--- src/hw/rtl/button_random_number_lcd_writer_defines.svh ---
// Assertion macros for the button random number LCD writer.
// Used by the top level; expects clk_i and rst_ni in scope.
`ifndef BUTTON_RANDOM_NUMBER_LCD_WRITER_DEFINES_SVH
`define BUTTON_RANDOM_NUMBER_LCD_WRITER_DEFINES_SVH

// Condition that must hold on every clock edge out of reset.
`define RNLW_ASSERT(lbl, cond, msg) \
  lbl: assert property (@(posedge clk_i) disable iff (!rst_ni) (cond)) else $error(msg);

// Cause in one cycle, effect in the next.
`define RNLW_ASSERT_NEXT(lbl, pre, post, msg) \
  lbl: assert property (@(posedge clk_i) disable iff (!rst_ni) (pre) |=> (post)) \
    else $error(msg);

`endif

--- src/hw/rtl/rnlw_pkg.sv ---
// Shared constants and types for the button random number LCD writer.
// No dependencies.
`timescale 1ns / 1ps

package rnlw_pkg;

  localparam logic [31:0] LCG_MUL    = 32'd1103515245;
  localparam logic [31:0] LCG_ADD    = 32'd12345;
  localparam logic [31:0] SEED_RESET = 32'd12345;

  localparam logic [7:0] CMD_CLEAR  = 8'h01;
  localparam logic [7:0] CMD_HOME   = 8'h80;
  localparam logic [7:0] ASCII_ZERO = 8'h30;

  localparam int NUM_DIGITS = 10;
  localparam int BIN_W      = 31;
  localparam int CNT_W      = $clog2(BIN_W);
  localparam int IDX_W      = $clog2(NUM_DIGITS);

  typedef logic [3:0] bcd_digit_t;
  typedef bcd_digit_t [NUM_DIGITS-1:0] bcd_vec_t;

  typedef struct packed {
    logic cfg_load;
    logic advance;
  } lcg_ctrl_t;

  typedef struct packed {
    logic busy;
    logic done;
  } dbl_status_t;

endpackage

--- src/hw/rtl/rnlw_lcg.sv ---
// Generator state register with one multiply-add step per advance.
// Depends on rnlw_pkg.
`timescale 1ns / 1ps

module rnlw_lcg import rnlw_pkg::*; (
  input  logic        clk_i,
  input  logic        rst_ni,
  input  lcg_ctrl_t   ctrl_i,
  input  logic [31:0] seed_i,
  output logic [31:0] state_o
);

  logic [31:0] state_q, state_d;

  always_comb begin
    state_d = state_q;
    if (ctrl_i.cfg_load) begin
      state_d = seed_i;
    end else if (ctrl_i.advance) begin
      state_d = state_q * LCG_MUL + LCG_ADD;
    end
  end

  always_ff @(posedge clk_i or negedge rst_ni) begin
    if (!rst_ni) begin
      state_q <= SEED_RESET;
    end else begin
      state_q <= state_d;
    end
  end

  assign state_o = state_q;

endmodule

--- src/hw/rtl/rnlw_dabble.sv ---
// Iterative binary to BCD converter, one input bit per cycle (shift/add-3).
// Depends on rnlw_pkg.
`timescale 1ns / 1ps

module rnlw_dabble import rnlw_pkg::*; (
  input  logic              clk_i,
  input  logic              rst_ni,
  input  logic              start_i,
  input  logic [BIN_W-1:0]  bin_i,
  output dbl_status_t       status_o,
  output bcd_vec_t          bcd_o
);

  logic             busy_q, done_q;
  logic [CNT_W-1:0] cnt_q;
  logic [BIN_W-1:0] bin_q;
  bcd_vec_t         bcd_q, bcd_d, corr;

  always_comb begin
    for (int i = 0; i < NUM_DIGITS; i++) begin
      corr[i] = (bcd_q[i] >= 4'd5) ? bcd_q[i] + 4'd3 : bcd_q[i];
    end
    bcd_d[0] = {corr[0][2:0], bin_q[BIN_W-1]};
    for (int i = 1; i < NUM_DIGITS; i++) begin
      bcd_d[i] = {corr[i][2:0], corr[i-1][3]};
    end
  end

  always_ff @(posedge clk_i or negedge rst_ni) begin
    if (!rst_ni) begin
      busy_q <= 1'b0;
      done_q <= 1'b0;
      cnt_q  <= '0;
    end else begin
      done_q <= 1'b0;
      if (start_i) begin
        busy_q <= 1'b1;
        cnt_q  <= '0;
      end else if (busy_q) begin
        cnt_q <= cnt_q + 1'b1;
        if (cnt_q == CNT_W'(BIN_W - 1)) begin
          busy_q <= 1'b0;
          done_q <= 1'b1;
        end
      end
    end
  end

  always_ff @(posedge clk_i) begin
    if (start_i) begin
      bin_q <= bin_i;
      bcd_q <= '0;
    end else if (busy_q) begin
      bin_q <= bin_q << 1;
      bcd_q <= bcd_d;
    end
  end

  assign status_o.busy = busy_q;
  assign status_o.done = done_q;
  assign bcd_o         = bcd_q;

endmodule

--- src/hw/rtl/button_random_number_lcd_writer.sv ---
// Button random number LCD writer: each accepted button sample may print
// a fresh pseudo-random number as an LCD byte stream (clear, home, digits).
// A printing transaction steps the generator, loads the shift/add-3 converter,
// runs the 31-bit binary-to-BCD conversion, then emits the two command bytes,
// skips leading zeros and emits the digits; each byte waits while out_stall_i
// holds the output register. A sample that prints nothing leaves the block
// idle. in_stall_o stays high until the last digit is in the output register.
// Depends on rnlw_pkg, rnlw_lcg, rnlw_dabble and the defines header.
`timescale 1ns / 1ps
`include "button_random_number_lcd_writer_defines.svh"

module button_random_number_lcd_writer import rnlw_pkg::*; (
  input  logic        clk_i,
  input  logic        rst_ni,
  input  logic        cfg_valid_i,
  output logic        cfg_ready_o,
  input  logic [31:0] cfg_seed_start_i,
  input  logic        in_valid_i,
  output logic        in_stall_o,
  input  logic        button_level_i,
  output logic        out_valid_o,
  input  logic        out_stall_i,
  output logic [7:0]  lcd_value_o,
  output logic        register_select_o,
  output logic        last_o
);

  localparam logic [2:0] ST_IDLE  = 3'd0;
  localparam logic [2:0] ST_ADV   = 3'd1;
  localparam logic [2:0] ST_START = 3'd2;
  localparam logic [2:0] ST_WAIT  = 3'd3;
  localparam logic [2:0] ST_CLR   = 3'd4;
  localparam logic [2:0] ST_HOME  = 3'd5;
  localparam logic [2:0] ST_SKIP  = 3'd6;
  localparam logic [2:0] ST_DIG   = 3'd7;

  logic [2:0]       state_q, state_d;
  logic             prev_q, prev_d;
  logic             startup_q, startup_d;
  logic [IDX_W-1:0] idx_q, idx_d;
  logic             out_valid_q;
  logic [7:0]       out_value_q;
  logic             out_rs_q, out_last_q;

  logic        in_acc, out_free, print;
  logic        emit, emit_rs, emit_last;
  logic [7:0]  emit_value;
  logic        dbl_start;
  lcg_ctrl_t   lcg_ctrl;
  dbl_status_t dbl_status;
  logic [31:0] gen;
  bcd_vec_t    bcd;
  bcd_digit_t  cur_digit;
  logic        cmd_ok, digit_ok, seq_end;

  rnlw_lcg u_lcg (
    .clk_i   (clk_i),
    .rst_ni  (rst_ni),
    .ctrl_i  (lcg_ctrl),
    .seed_i  (cfg_seed_start_i),
    .state_o (gen)
  );

  rnlw_dabble u_dabble (
    .clk_i    (clk_i),
    .rst_ni   (rst_ni),
    .start_i  (dbl_start),
    .bin_i    (gen[31:1]),
    .status_o (dbl_status),
    .bcd_o    (bcd)
  );

  assign cfg_ready_o = 1'b1;
  assign in_stall_o  = (state_q != ST_IDLE);
  assign in_acc      = in_valid_i && !in_stall_o;
  assign out_free    = !out_valid_q || !out_stall_i;
  assign print       = startup_q || (prev_q && !button_level_i);
  assign cur_digit   = bcd[idx_q];

  assign lcg_ctrl.cfg_load = cfg_valid_i && cfg_ready_o;
  assign lcg_ctrl.advance  = (state_q == ST_ADV);
  assign dbl_start         = (state_q == ST_START);

  always_comb begin
    state_d    = state_q;
    prev_d     = prev_q;
    startup_d  = startup_q;
    idx_d      = idx_q;
    emit       = 1'b0;
    emit_value = CMD_CLEAR;
    emit_rs    = 1'b0;
    emit_last  = 1'b0;
    unique case (state_q)
      ST_IDLE: begin
        if (in_acc) begin
          prev_d    = button_level_i;
          startup_d = 1'b0;
          if (print) begin
            state_d = ST_ADV;
          end
        end
      end
      ST_ADV:   state_d = ST_START;
      ST_START: state_d = ST_WAIT;
      ST_WAIT: begin
        if (dbl_status.done) begin
          state_d = ST_CLR;
          idx_d   = IDX_W'(NUM_DIGITS - 1);
        end
      end
      ST_CLR: begin
        if (out_free) begin
          emit    = 1'b1;
          state_d = ST_HOME;
        end
      end
      ST_HOME: begin
        emit_value = CMD_HOME;
        if (out_free) begin
          emit    = 1'b1;
          state_d = ST_SKIP;
        end
      end
      ST_SKIP: begin
        if (cur_digit == '0 && idx_q != '0) begin
          idx_d = idx_q - 1'b1;
        end else begin
          state_d = ST_DIG;
        end
      end
      ST_DIG: begin
        emit_value = ASCII_ZERO | {4'h0, cur_digit};
        emit_rs    = 1'b1;
        emit_last  = (idx_q == '0);
        if (out_free) begin
          emit = 1'b1;
          if (idx_q == '0) begin
            state_d = ST_IDLE;
          end else begin
            idx_d = idx_q - 1'b1;
          end
        end
      end
      default: state_d = ST_IDLE;
    endcase
  end

  always_ff @(posedge clk_i or negedge rst_ni) begin
    if (!rst_ni) begin
      state_q     <= ST_IDLE;
      prev_q      <= 1'b1;
      startup_q   <= 1'b1;
      idx_q       <= '0;
      out_valid_q <= 1'b0;
    end else begin
      state_q   <= state_d;
      prev_q    <= prev_d;
      startup_q <= startup_d;
      idx_q     <= idx_d;
      if (emit) begin
        out_valid_q <= 1'b1;
      end else if (!out_stall_i) begin
        out_valid_q <= 1'b0;
      end
    end
  end

  always_ff @(posedge clk_i) begin
    if (emit) begin
      out_value_q <= emit_value;
      out_rs_q    <= emit_rs;
      out_last_q  <= emit_last;
    end
  end

  assign out_valid_o       = out_valid_q;
  assign lcd_value_o       = out_value_q;
  assign register_select_o = out_rs_q;
  assign last_o            = out_last_q;

  assign cmd_ok   = !last_o && (lcd_value_o == CMD_CLEAR || lcd_value_o == CMD_HOME);
  assign digit_ok = (lcd_value_o[7:4] == 4'h3) && (lcd_value_o[3:0] <= 4'd9);
  assign seq_end  = (state_q == ST_IDLE) && out_valid_q && out_last_q;

  `RNLW_ASSERT(a_last_is_data, !(out_valid_o && last_o) || register_select_o, "last on command")
  `RNLW_ASSERT(a_cmd_code, !(out_valid_o && !register_select_o) || cmd_ok, "bad command byte")
  `RNLW_ASSERT(a_digit_ascii, !(out_valid_o && register_select_o) || digit_ok, "bad digit byte")
  `RNLW_ASSERT_NEXT(a_last_ends, emit && emit_last, seq_end, "sequence did not end")
  `RNLW_ASSERT(a_dbl_idle, !in_acc || !dbl_status.busy, "converter busy on accept")

endmodule
--- config.mk ---
export PLATFORM = sky130hd
export DESIGN_NAME = button_random_number_lcd_writer
export DESIGN_NICKNAME = d
export VERILOG_FILES = /design/src/hw/rtl/rnlw_pkg.sv /design/src/hw/rtl/rnlw_lcg.sv /design/src/hw/rtl/rnlw_dabble.sv /design/src/hw/rtl/button_random_number_lcd_writer.sv
export VERILOG_INCLUDE_DIRS = /design/src /design/src/hw/rtl
export SDC_FILE = /design/constraint.sdc
export NUM_CORES = 1
export LEC_CHECK = 0
export BUFFER_PORTS_ARGS = -buffer_cell sky130_fd_sc_hd__buf_4
export CAP_MARGIN = 20
export CORE_MARGIN = 4
export CORE_UTILIZATION = 32
export CTS_CLUSTER_SIZE = 30
export DETAILED_ROUTE_END_ITERATION = 10
export HOLD_SLACK_MARGIN = 0.12
export PLACE_DENSITY = 0.58
export SLEW_MARGIN = 10
export SYNTH_ARGS = -nofsm -noshare
export SYNTH_HDL_FRONTEND = slang
export SYNTH_SLANG_ARGS = --single-unit
--- constraint.sdc ---
create_clock -name clk_i -period 7.7 [get_ports clk_i]
set_clock_uncertainty 0.05 [all_clocks]
set_input_delay 1.925 -clock clk_i [delete_from_list [all_inputs] [get_ports clk_i]]
set_output_delay 1.925 -clock clk_i [all_outputs]
set_load 0.005 [all_outputs]
== Word level (Yosys, flattened, before mapping) ==
Cells that the tools add are included.

* Reduce and logical (&&, ||, !) cells: 21
* Multiplexer cells: 44
* Equal/unequal tests: 19
* $lt $le $gt $ge: 11
* Add/subtract/negate cells: 13
* Multipliers: 1

{| class="wikitable"
|+ Operators by type and width
! kind !! number
|-
| two-way mux 32 bit || 2
|-
| two-way mux 31 bit || 2
|-
| two-way mux 4 bit || 14
|-
| greater-or-equal comparator 4 x 3 -> 1 bit (second input constant) || 10
|-
| adder 4 x 2 -> 4 bit (second input constant) || 9
|-
| adder 32 x 14 -> 32 bit (second input constant) || 1
|-
| multiplier 32 x 31 -> 32 bit (second input constant) || 1
|-
| two-way mux 3 bit || 9
|-
| case mux 3 bit (8 select lines) || 1
|-
| != test 2 bit (second input constant) || 9
|-
| binary-select mux 4 bit (select 4 bit) || 1
|-
| case mux 8 bit (2 select lines) || 1
|-
| equality test 3 bit (second input constant) || 4
|-
| case mux 4 bit (3 select lines) || 1
|-
| two-way mux 1 bit || 11
|-
| two-way mux 5 bit || 2
|-
| zero test 4 bit || 2
|-
| AND reduction 8 bit || 1
|-
| equality test 3 x 2 -> 1 bit (second input constant) || 2
|-
| nonzero test 3 bit || 2
|-
| adder 5 x 1 -> 5 bit (second input constant) || 1
|-
| equality test 5 bit (second input constant) || 1
|-
| less-than comparator 4 x 5 -> 1 bit (second input constant) || 1
|-
| AND reduction 5 bit || 1
|-
| other kinds (12) || 20
|}

* Output and inout port bits: 13
* Word-level logic and storage cells: 132
* Register bits: 130
* Bits of input ports: 38

== Logic depth before layout (Yosys ltp) ==
Gate-level depths: netlist (run 1).

* Depth in word-level cells: 6
* Gate-level depth with buffers: 26
* Depth with buffers taken out: 26

== Modules after synthesis ==
From an unflattened synthesis (run 1), not the netlist that was laid out.

* Cells, all modules: 1,720
* Area, all modules: 16,153.0 um^2

{| class="wikitable"
|+ By module, submodules not included
! module !! cells each !! instances !! sequential area each (um^2) !! area each (um^2)
|-
| rnlw_lcg || 1,164 || 1 || 808.3 || 10,701.5
|-
| rnlw_dabble || 397 || 1 || 1,906.8 || 4,026.4
|-
| button_random_number_lcd_writer || 159 || 1 || 462.9 || 1,425.1
|}

== Worst setup path after synthesis (run 1) ==
OpenSTA, ideal clock, no wires.

* Kind: register to register
* Start: reg u_lcg.state_q[7], in the netlist u_lcg.state_o[7]
* End: reg u_lcg.state_q[29], in the netlist u_lcg.state_o[29]
* Data required time: 7.515 ns
* Stages on the path, launching flop included: 24
* Setup slack: 1.230 ns
* Arrival time: 6.284 ns
* Clock period less this slack: 6.470 ns
* Path through: dfrtp_1 > ha_1 > xor2_1 > ha_1 > a21oi_1 > fa_1 > fa_1 > inv_1 > fa_1 > fa_1 > fa_1 > inv_1 > fa_1 > inv_1 > ha_1 > a21oi_1 > a21oi_1 > a211oi_1 > nand2_1 > a31oi_1 > nand2b_1 > a211o_1 > a22oi_1 > o21ai_0

* Cells in the longest elaborated chain, start to end: 4

{| class="wikitable"
|+ RTL lines
! what !! line !! source
|-
| start: declaration || rnlw_lcg.sv:13 || <nowiki>logic [31:0] state_q, state_d;</nowiki>
|-
| start signal: assignment || rnlw_lcg.sv:28 || <nowiki>state_q <= state_d;</nowiki>
|-
| multiplier 32 x 31 -> 32 bit || rnlw_lcg.sv:20 || <nowiki>state_d = state_q * LCG_MUL + LCG_ADD;</nowiki>
|-
| adder 32 x 14 -> 32 bit || rnlw_lcg.sv:20 ||
|-
| two-way mux 32 bit || rnlw_lcg.sv:19 || <nowiki>end else if (ctrl_i.advance) begin</nowiki>
|-
| two-way mux 32 bit || rnlw_lcg.sv:17 || <nowiki>if (ctrl_i.cfg_load) begin</nowiki>
|}

Every way passes these cells. The select of a mux whose other input is x is not followed.
A chain may end at the register's enable or synchronous reset.

== Worst setup path in the final report (run 1) ==
* Start: reg u_lcg.state_q[7], in the netlist u_lcg.state_o[7]
* End: reg u_lcg.state_q[28], in the netlist u_lcg.state_o[28]

The elaborated chain is that of the path after synthesis.

==> results of run 1 <==
[critical path, stage by stage, from the launching register on]
cell and delay, ps:
dfrtp_1 500, ha_1 480, xor2_1 210, ha_1 210, a21oi_1 290, fa_1 510
fa_1 550, inv_1 50, fa_1 510, fa_1 440, fa_1 550, inv_1 50
fa_1 530, inv_1 40, ha_1 370, a21oi_1 260, o21bai_1 120, a21o_1 190
a211oi_1 250, o21ai_0 170, o211ai_1 320, a21oi_1 110, o21ai_0 150, o311ai_0 140
[Yosys cell counts, types with 24 or more instances]
master / instances / share of area, %
xnor2_1: 57 / 3.2
a21oi_1: 98 / 3.1
fa_1: 188 / 24
dfxtp_1: 40 / 5.1
dfrtp_1: 41 / 6.5
o21ai_0: 70 / 2.2
clkbuf_1: 29 / 0.69
edfxtp_1: 38 / 7.3
ha_1: 233 / 19
nor2_1: 88 / 2.1
nand2_1: 81 / 1.9
xor2_1: 24 / 1.3
inv_1: 449 / 11
mux2_2: 32 / 2.3
[routing by layer]
| metal | part of all wire [%] | global-route usage (%) |
|---|---|---|
| met4 | 1.1 | 2.779 |
| met2 | 43 | 23.88 |
| met3 | 5.9 | 3.230 |
| met1 | 50 | 24.30 |
| met5 | 0 | 0 |
[worst min-delay path by stage]
| stage | start | endpoint | slack, ps | cells past startpoint |
|---|---|---|---|---|
| floorplan | u_dabble.bcd_o[39]$_SDFFE_PP0P_ | u_dabble.bcd_o[39]$_SDFFE_PP0P_ | 390 | 2 |
| global route | startup_q$_DFFE_PN1P_ | startup_q$_DFFE_PN1P_ | 460 | 1 |
| CTS | u_dabble.bin_q[30]$_DFFE_PP_ | u_dabble.bcd_o[0]$_SDFFE_PP0P_ | 430 | 2 |
| detailed placement | u_dabble.bin_q[30]$_DFFE_PP_ | u_dabble.bcd_o[0]$_SDFFE_PP0P_ | 420 | 2 |
| global placement | u_dabble.bin_q[30]$_DFFE_PP_ | u_dabble.bcd_o[0]$_SDFFE_PP0P_ | 420 | 2 |
| finish | u_dabble.bin_q[30]$_DFFE_PP_ | u_dabble.bcd_o[0]$_SDFFE_PP0P_ | 430 | 2 |
[cell families (layout without fill, tap and decap cells)]
kind of cell	after synthesis	count (layout)
xor+xnor	81	81
fa+ha+maj	421	421
buf+inv	490	544
simple gates	257	257
flops	127	127
other cells	2	2
compound gates	228	228
mux	62	62
[cell usage in the layout, fill, tap and decap left out, types with 5 or more instances in the layout]
master	netlist	routed
a211oi_1	6	6
a21o_1	11	11
a21oi_1	98	98
and3_1	5	5
buf_4	4	63
clkbuf_16	1	17
dfrtp_1	41	41
dfstp_2	8	8
dfxtp_1	40	40
edfxtp_1	38	38
fa_1	188	188
ha_1	233	233
inv_1	449	449
mux2_2	32	32
mux2i_1	21	21
mux4_2	6	6
nand2_1	81	81
nand2b_1	17	17
nand3_1	19	19
nand4_1	6	6
nor2_1	88	88
nor3_1	14	14
o21ai_0	70	70
o21bai_1	5	5
xnor2_1	57	57
xor2_1	24	24
[state kept, by name (all words and copies together), names as in the netlist, 3 cells and up]
| register | flops |
|---|---|
| lcd_value_o | 5 |
| u_dabble.cnt_q | 5 |
| u_dabble.bcd_o | 40 |
| idx_q | 4 |
| u_lcg.state_o | 32 |
| u_dabble.bin_q | 31 |
| state_q | 3 |
[cell type report]
type	count	area [sq um]
inverter	449	1685
sequential	127	3178
clock buffer	18	429.2
fill	4900	30720
timing repair buffer	63	473.0
clock inverter	14	180.2
multi-input combinational	1051	10660
tap	656	820.8
[per-stage QoR]
step / instances / util (%) / hold slack (ps)
after floorplan: 1668 / - / 394.3
after global routing: 2378 / 36.20 / 462.4
after detailed placement: 2346 / 34.92 / 422.3
after global placement: 2346 / 34.92 / 416.3
after CTS: 2378 / 36.18 / 428.2
final: 2378 / 36.20 / 432.2
[what timing repair did]
item | in CTS | in global routing
gates resized for setup | 0 | 1
endpoints found under the setup margin | 0 | 1
setup buffers | 0 | 0
hold endpoints to repair | 0 | 0
==> impl_metrics.json, run 1 <==
{
  "ys_types": 65,
  "antenna_cells": 0,
  "vias": 11130,
  "htreeDepth": 4,
  "cts.root.buffer_cell": "clkbuf_16",
  "synth_compound_area_share_pct": 8.271,
  "netlist_instances": 1668,
  "cts_made_buffers": 17,
  "r2r-end": "u_lcg.state_o[28]$_DFFE_PN0P_",
  "cp-end-kind": "flip-flop",
  "setup_viol": 0,
  "muxShareOfSynthArea_pct": 4.915,
  "cp_max_fo": 8,
  "wl_per_cell_um": 17.22,
  "design_area_sq_um": 17430,
  "cts_tree": "built",
  "die_area_sq_um": 52780,
  "antenna_found_initial": 0,
  "tightest_slew_ps": 770.9,
  "core_sq_um": 48150,
  "synth_flop_cell": "dfrtp_1",
  "die_y_um": 229.7,
  "r2r_start": "u_lcg.state_o[7]$_DFFE_PN0P_",
  "start_kind": "flip-flop",
  "min_period_ps": 7210,
  "drive_above_1_share_pct": 9.059,
  "yosys.area_share.simple_pct": 7.460,
  "drt_iter0_markers": 753,
  "dieWidth_um": 229.7,
  "netlist_area_sq_um": 15730,
  "io_buffer_count": 48,
  "tns_ps": 0,
  "critPathRequiredTime_ps": 7930,
  "viasPerCell": 4.680,
  "synth-xor-area-share_pct": 4.509,
  "avgSynthCellArea_sq_um": 9.432,
  "drt-total-wl_um": 40950,
  "dp_slack_ps": 500.3,
  "io_pins": 51,
  "final_antenna_net_count": 0,
  "grt_start_max_net_pins": 66,
  "ys_seq_area_share_pct": 20.20,
  "synth_fa_ha_area_share_pct": 42.45,
  "grt_pass1_wl_um": 66410,
  "cts_buffer_depth": 2,
  "cts.sinks": 127,
  "ys_async_sr_fraction_pct": 38.58,
  "initial_core_util_pct": 32.68,
  "clock.fmax_ghz": 0.1387,
  "cap_violations": 0,
  "run_status": "complete, no violations",
  "grt_overflow": 0,
  "synth_edf_count": 38,
  "hpwl_um": 33990,
  "hold_class": "flip-flop to flip-flop",
  "path_class": "flip-flop to flip-flop",
  "drc_errors": 0,
  "layout.nets": 2168,
  "slew_violations": 0,
  "min_period_over_period_pct": 93.63,
  "crit_path_end": "u_lcg.state_o[28]$_DFFE_PN0P_",
  "hold_viol": 0,
  "worst-r2r-setup-slack_ps": 490,
  "routabilityCongestion": 0.9239,
  "firstDrtPassIters": 5,
  "place_area_sq_um": 16810,
  "max_slew_margin_pct": 48.61,
  "fin_ws_ps": 490.2,
  "yosysWarnings": 0,
  "synth_seq_cells": 127,
  "rsz0062_at_grt": "no",
  "cts_hold_buffers": 0,
  "syn2layout_area_growth_pct": 10.77,
  "crit_start": "u_lcg.state_o[7]$_DFFE_PN0P_",
  "syn_nets": 2127,
  "ff2ff_path_depth": 23,
  "clock_latency_ps": 440,
  "track_usage_pct": 16.01,
  "grt_pass1_vias": 11590,
  "synth_top_family_by_area": "adder cells",
  "worstPathArrival_ps": 7440,
  "worst_setup_hold_path_clk_slew_ps": 70,
  "rows": 80
}
Power of run 1 is not shown: default switching activity piles up to over one toggle a cycle in this logic, so the estimate is an artifact.
==> run 2, diff against run 1 <==
--- a/config.mk
+++ b/config.mk
@@ -8,6 +8,7 @@
 export LEC_CHECK = 0
 export BUFFER_PORTS_ARGS = -buffer_cell sky130_fd_sc_hd__buf_4
 export CAP_MARGIN = 20
+export CORE_ASPECT_RATIO = 1.2
 export CORE_MARGIN = 4
 export CORE_UTILIZATION = 32
 export CTS_CLUSTER_SIZE = 30
==> impl_metrics.json, run 2 (synthesis gave the netlist of run 1 again) <==
{
  "core_sq_um": 48340,
  "hold_viol": 0,
  "critPathMaxStageDelay_ps": 570,
  "slowest_stage": "fa_1",
  "layout_commonest_cell": "inv_1",
  "die_area_sq_um": 52790,
  "hold_class": "flip-flop to flip-flop",
  "cts_buffer_depth": 2,
  "hpwl_um": 33340,
  "post-cts-setup-buffer-count": 0,
  "setup_viol": 0,
  "clock_latency_ps": 450,
  "path_class": "flip-flop to flip-flop",
  "initial_core_util_pct": 32.55,
  "start_kind": "flip-flop",
  "io_pins": 51,
  "worst_setup_hold_path_clk_slew_ps": 60,
  "firstDrtPassIters": 5,
  "drt-total-wl_um": 39900,
  "layout_common_cells": "inv_1 (449), ha_1 (233), fa_1 (188), a21oi_1 (98), nor2_1 (88)",
  "fillerInstances": 4954,
  "min_period_over_period_pct": 94.41,
  "final_antenna_net_count": 0,
  "clock.fmax_ghz": 0.1376,
  "cts_hold_buffers": 0,
  "drt_iter0_markers": 587,
  "die_y_um": 250.9,
  "finalCoreUtilization_pct": 35.90,
  "rsz0062_at_grt": "no",
  "tightest_slew_ps": 939.7,
  "dp_cells": 2319,
  "rows": 88,
  "antenna_found_initial": 0,
  "io_buffer_count": 48,
  "drive_above_1_share_pct": 8.779,
  "wl_per_cell_um": 16.98,
  "grt_overflow": 0,
  "vias": 10940,
  "final_cells": 2350,
  "worstPathArrival_ps": 7510,
  "htreeDepth": 4,
  "critPathRequiredTime_ps": 7940,
  "cts_made_buffers": 17,
  "cts.sinks": 127,
  "antenna_cells": 0,
  "min_period_ps": 7270,
  "syn2layout_area_growth_pct": 10.29,
  "cap_violations": 0,
  "max_slew_margin_pct": 37.35,
  "crit_chain": "ha_1 -> fa_1 -> inv_1 -> fa_1 -> fa_1 -> inv_1 -> ha_1 -> inv_1 -> fa_1 -> inv_1 -> fa_1 -> inv_1 -> fa_1 -> inv_1 -> ha_1 -> nand4_1 -> or2_2 -> o22ai_1 -> o31ai_1 -> a21oi_1 -> o211ai_1 -> and3_1 -> o21ai_0 -> o311ai_0",
  "grt_pass1_wl_um": 65630,
  "grt_pass1_vias": 12010,
  "grt_start_max_net_pins": 79,
  "cp-end-kind": "flip-flop",
  "routabilityCongestion": 0.9307,
  "cts-resized-gates": 0,
  "run_status": "complete, no violations",
  "cts_tree": "built",
  "cts.root.buffer_cell": "clkbuf_16",
  "slew_violations": 0,
  "largest_register_ffs": 40,
  "track_usage_pct": 15.75,
  "cp_max_fo": 11,
  "dieWidth_um": 210.4,
  "viasPerCell": 4.654,
  "layout.nets": 2167,
  "drc_errors": 0,
  "tns_ps": 0
}
run 2: changes by cell type in the layout (fill, tap and decap cells not counted), sizes merged:
cell / change
clkbuf: +7
bufinv: -3
clkinv: -3
inv: -2
buf: -1
run 2: cell type report:
class | count | area (sq um) | area share [%]
clock buffer | 25 | 539.3 | 3.108
clock inverter | 6 | 41.29 | 0.2380
tap | 630 | 788.3 | 4.543
sequential | 127 | 3178 | 18.32
inverter | 449 | 1685 | 9.713
timing repair buffer | 62 | 465.4 | 2.682
multi-input combinational | 1051 | 10650 | 61.40
run 2: final timing paths:
path                                                  from                         endpoint  slack, ps  cells past startpoint
setup / recovery              u_lcg.state_o[7]$_DFFE_PN0P_    u_lcg.state_o[28]$_DFFE_PN0P_        430                     24
hold / removal             u_dabble.bcd_o[39]$_SDFFE_PP0P_  u_dabble.bcd_o[39]$_SDFFE_PP0P_        440                      2
setup reg to reg              u_lcg.state_o[7]$_DFFE_PN0P_    u_lcg.state_o[28]$_DFFE_PN0P_        430                     24
hold reg to reg            u_dabble.bcd_o[39]$_SDFFE_PP0P_  u_dabble.bcd_o[39]$_SDFFE_PP0P_        440                      2
max in group asynchronous                           rst_ni    u_lcg.state_o[24]$_DFFE_PN0P_       5590                      1
min in group asynchronous                           rst_ni     u_lcg.state_o[1]$_DFFE_PN0P_       1500                      1
run 2: layer usage:
layer	vias up	track usage [%]	wire length (um)
li1	5303	-	-
met1	5397	20.49	17790
met2	184	26.56	19360
met3	53	3.270	1727
met4	0	4.577	1021
met5	-	0	0
run 2: metrics by stage:
step                instance area [sq um]  setup slack, ps  hold WS (ps)
finish                              17350            430.3         437.5
global route                        17350            72.62         457.5
CTS                                 17350            463.4         440.8
detailed placement                  16770            495.5         429.3
global placement                    16770            563.5         423.8
floorplan                           15730             1230         394.3
run 2: critical path: cells and delay by family, from the launching register on:
family                     cells  cell delay, ps
adders and majority gates      9            4190
and+or+nand+nor                3             620
AOI/OAI and AO/OA              6            1430
buffers and inverters          6             270
DFF                            1             530
Power of run 2 is left out for the same reason.
==> run 3, diff against run 2 <==
--- a/config.mk
+++ b/config.mk
@@ -8,13 +8,15 @@
 export LEC_CHECK = 0
 export BUFFER_PORTS_ARGS = -buffer_cell sky130_fd_sc_hd__buf_4
 export CAP_MARGIN = 20
+export CELL_PAD_IN_SITES_DETAIL_PLACEMENT = 0
+export CELL_PAD_IN_SITES_GLOBAL_PLACEMENT = 1
 export CORE_ASPECT_RATIO = 1.2
 export CORE_MARGIN = 4
 export CORE_UTILIZATION = 32
 export CTS_CLUSTER_SIZE = 30
 export DETAILED_ROUTE_END_ITERATION = 10
 export HOLD_SLACK_MARGIN = 0.12
-export PLACE_DENSITY = 0.58
+export PLACE_DENSITY = 0.67
 export SLEW_MARGIN = 10
 export SYNTH_ARGS = -nofsm -noshare
 export SYNTH_HDL_FRONTEND = slang
==> impl_metrics.json, run 3 (synthesis gave the netlist of run 1 again) <==
{
  "critPathRequiredTime_ps": 7960,
  "clock_latency_ps": 450,
  "path_class": "flip-flop to flip-flop",
  "met3_usage_pct": 2.234,
  "tns_ps": 0,
  "hold_class": "flip-flop to flip-flop",
  "worstPathArrival_ps": 7470,
  "core_sq_um": 48340,
  "max_slew_margin_pct": 42.63,
  "worstHoldStart": "u_dabble.bcd_o[39]$_SDFFE_PP0P_",
  "io_buffer_count": 48,
  "viasPerCell": 4.632,
  "die_y_um": 250.9,
  "hold_depth": 2,
  "post-cts-setup-buffer-count": 0,
  "min_period_over_period_pct": 93.63,
  "grt_start_max_net_pins": 64,
  "cp_max_fo": 10,
  "grt_overflow": 0,
  "drt_iter0_markers": 477,
  "min_period_ps": 7210,
  "fillerInstances": 4986,
  "cts_made_buffers": 17,
  "layout.nets": 2168,
  "grt_pass1_vias": 11790,
  "worst_setup_hold_path_clk_slew_ps": 70,
  "hold_viol": 0,
  "drive_above_1_share_pct": 9.059,
  "crit_family": "adder cells",
  "htreeDepth": 4,
  "min_to": "u_dabble.bcd_o[39]$_SDFFE_PP0P_",
  "grt_pass1_wl_um": 66260,
  "multi_input_area_sq_um": 10650,
  "final_antenna_net_count": 0,
  "crit_top_cell": "fa_1",
  "largest_register_ffs": 40,
  "cts_tree": "built",
  "critPathMaxStageDelay_ps": 690,
  "rows": 88,
  "r2r-end": "u_lcg.state_o[29]$_DFFE_PN0P_",
  "fin_ws_ps": 490.4,
  "routabilityCongestion": 0.9129,
  "dieWidth_um": 210.4,
  "r2r_start": "u_lcg.state_o[4]$_DFFE_PN1P_",
  "dp_slack_ps": 551.1,
  "cp-end-kind": "flip-flop",
  "cts-resized-gates": 0,
  "cts.sinks": 127,
  "slew_violations": 0,
  "cts_buffer_depth": 2,
  "ff2ff_path_depth": 23,
  "start_kind": "flip-flop",
  "antenna_found_initial": 0,
  "holdWs_ps": 435.4,
  "regArea_sq_um": 3178,
  "run_status": "complete, no violations",
  "tightest_slew_ps": 860.6,
  "track_usage_pct": 16.28,
  "initial_core_util_pct": 32.55,
  "cp_num_buf_inv": 3,
  "syn2layout_area_growth_pct": 10.49,
  "cts.root.buffer_cell": "clkbuf_16",
  "drc_errors": 0,
  "cts_hold_buffers": 0,
  "drt-total-wl_um": 41930,
  "setup_viol": 0,
  "io_pins": 51,
  "wl_per_cell_um": 17.81,
  "cap_violations": 0,
  "vias": 10900,
  "grt_util_met1_pct": 20.86,
  "met2_usage_pct": 28.00,
  "layout_commonest_cell": "inv_1",
  "crit_chain": "ha_1 -> xor2_1 -> ha_1 -> a21oi_1 -> fa_1 -> fa_1 -> inv_1 -> fa_1 -> ha_1 -> fa_1 -> inv_1 -> fa_1 -> inv_1 -> ha_1 -> a21oi_1 -> o21bai_1 -> a211oi_1 -> nand2_1 -> a31oi_1 -> nand2b_1 -> a211o_1 -> a22oi_1 -> o21ai_0",
  "grt_busiest_layer": "met2",
  "crit_start": "u_lcg.state_o[4]$_DFFE_PN1P_",
  "slowest_stage": "dfstp_2",
  "layout_common_cells": "inv_1 (449), ha_1 (233), fa_1 (188), a21oi_1 (98), nor2_1 (88)",
  "firstDrtPassIters": 5,
  "clock.fmax_ghz": 0.1387,
  "die_area_sq_um": 52790,
  "rsz0062_at_grt": "no",
  "hpwl_um": 34970,
  "worst-r2r-setup-slack_ps": 490
}
run 3: final cells by class:
class                      count  area share (%)
timing repair buffer          63           2.721
antenna                        2         0.02879
clock inverter                12          0.6334
sequential                   127           18.28
clock buffer                  20           2.814
inverter                     449           9.696
tap                          630           4.535
multi-input combinational   1051           61.29
run 3: routing by layer:
metal	part of all wire, %	routed length [um]
met4	3.6	1509
met1	44	18250
met5	0	0
met3	2.9	1197
met2	50	20970
run 3: worst min-delay path, stage by stage, from the launching register on:
cell and delay (ps):
dfxtp_1 330, nand2_1 60, a21oi_1 50
run 3: how the worst max path moves through the flow:
stage | to | cells after the start
after floorplan | u_lcg.state_o[29]$_DFFE_PN0P_ | 23
final | u_lcg.state_o[29]$_DFFE_PN0P_ | 23
after detailed placement | u_lcg.state_o[29]$_DFFE_PN0P_ | 23
after CTS | u_lcg.state_o[29]$_DFFE_PN0P_ | 23
after global routing | u_lcg.state_o[28]$_DFFE_PN0P_ | 26
after global placement | u_lcg.state_o[29]$_DFFE_PN0P_ | 23
run 3: metrics by stage:
step	instances	cell area (sq um)	utilization, %
floorplan	1668	15730	-
global placement	2320	16780	34.71
detailed placement	2320	16780	34.71
CTS	2352	17380	35.95
global route	2352	17380	35.95
finish	2354	17380	35.96
Power of run 3 is left out for the same reason.
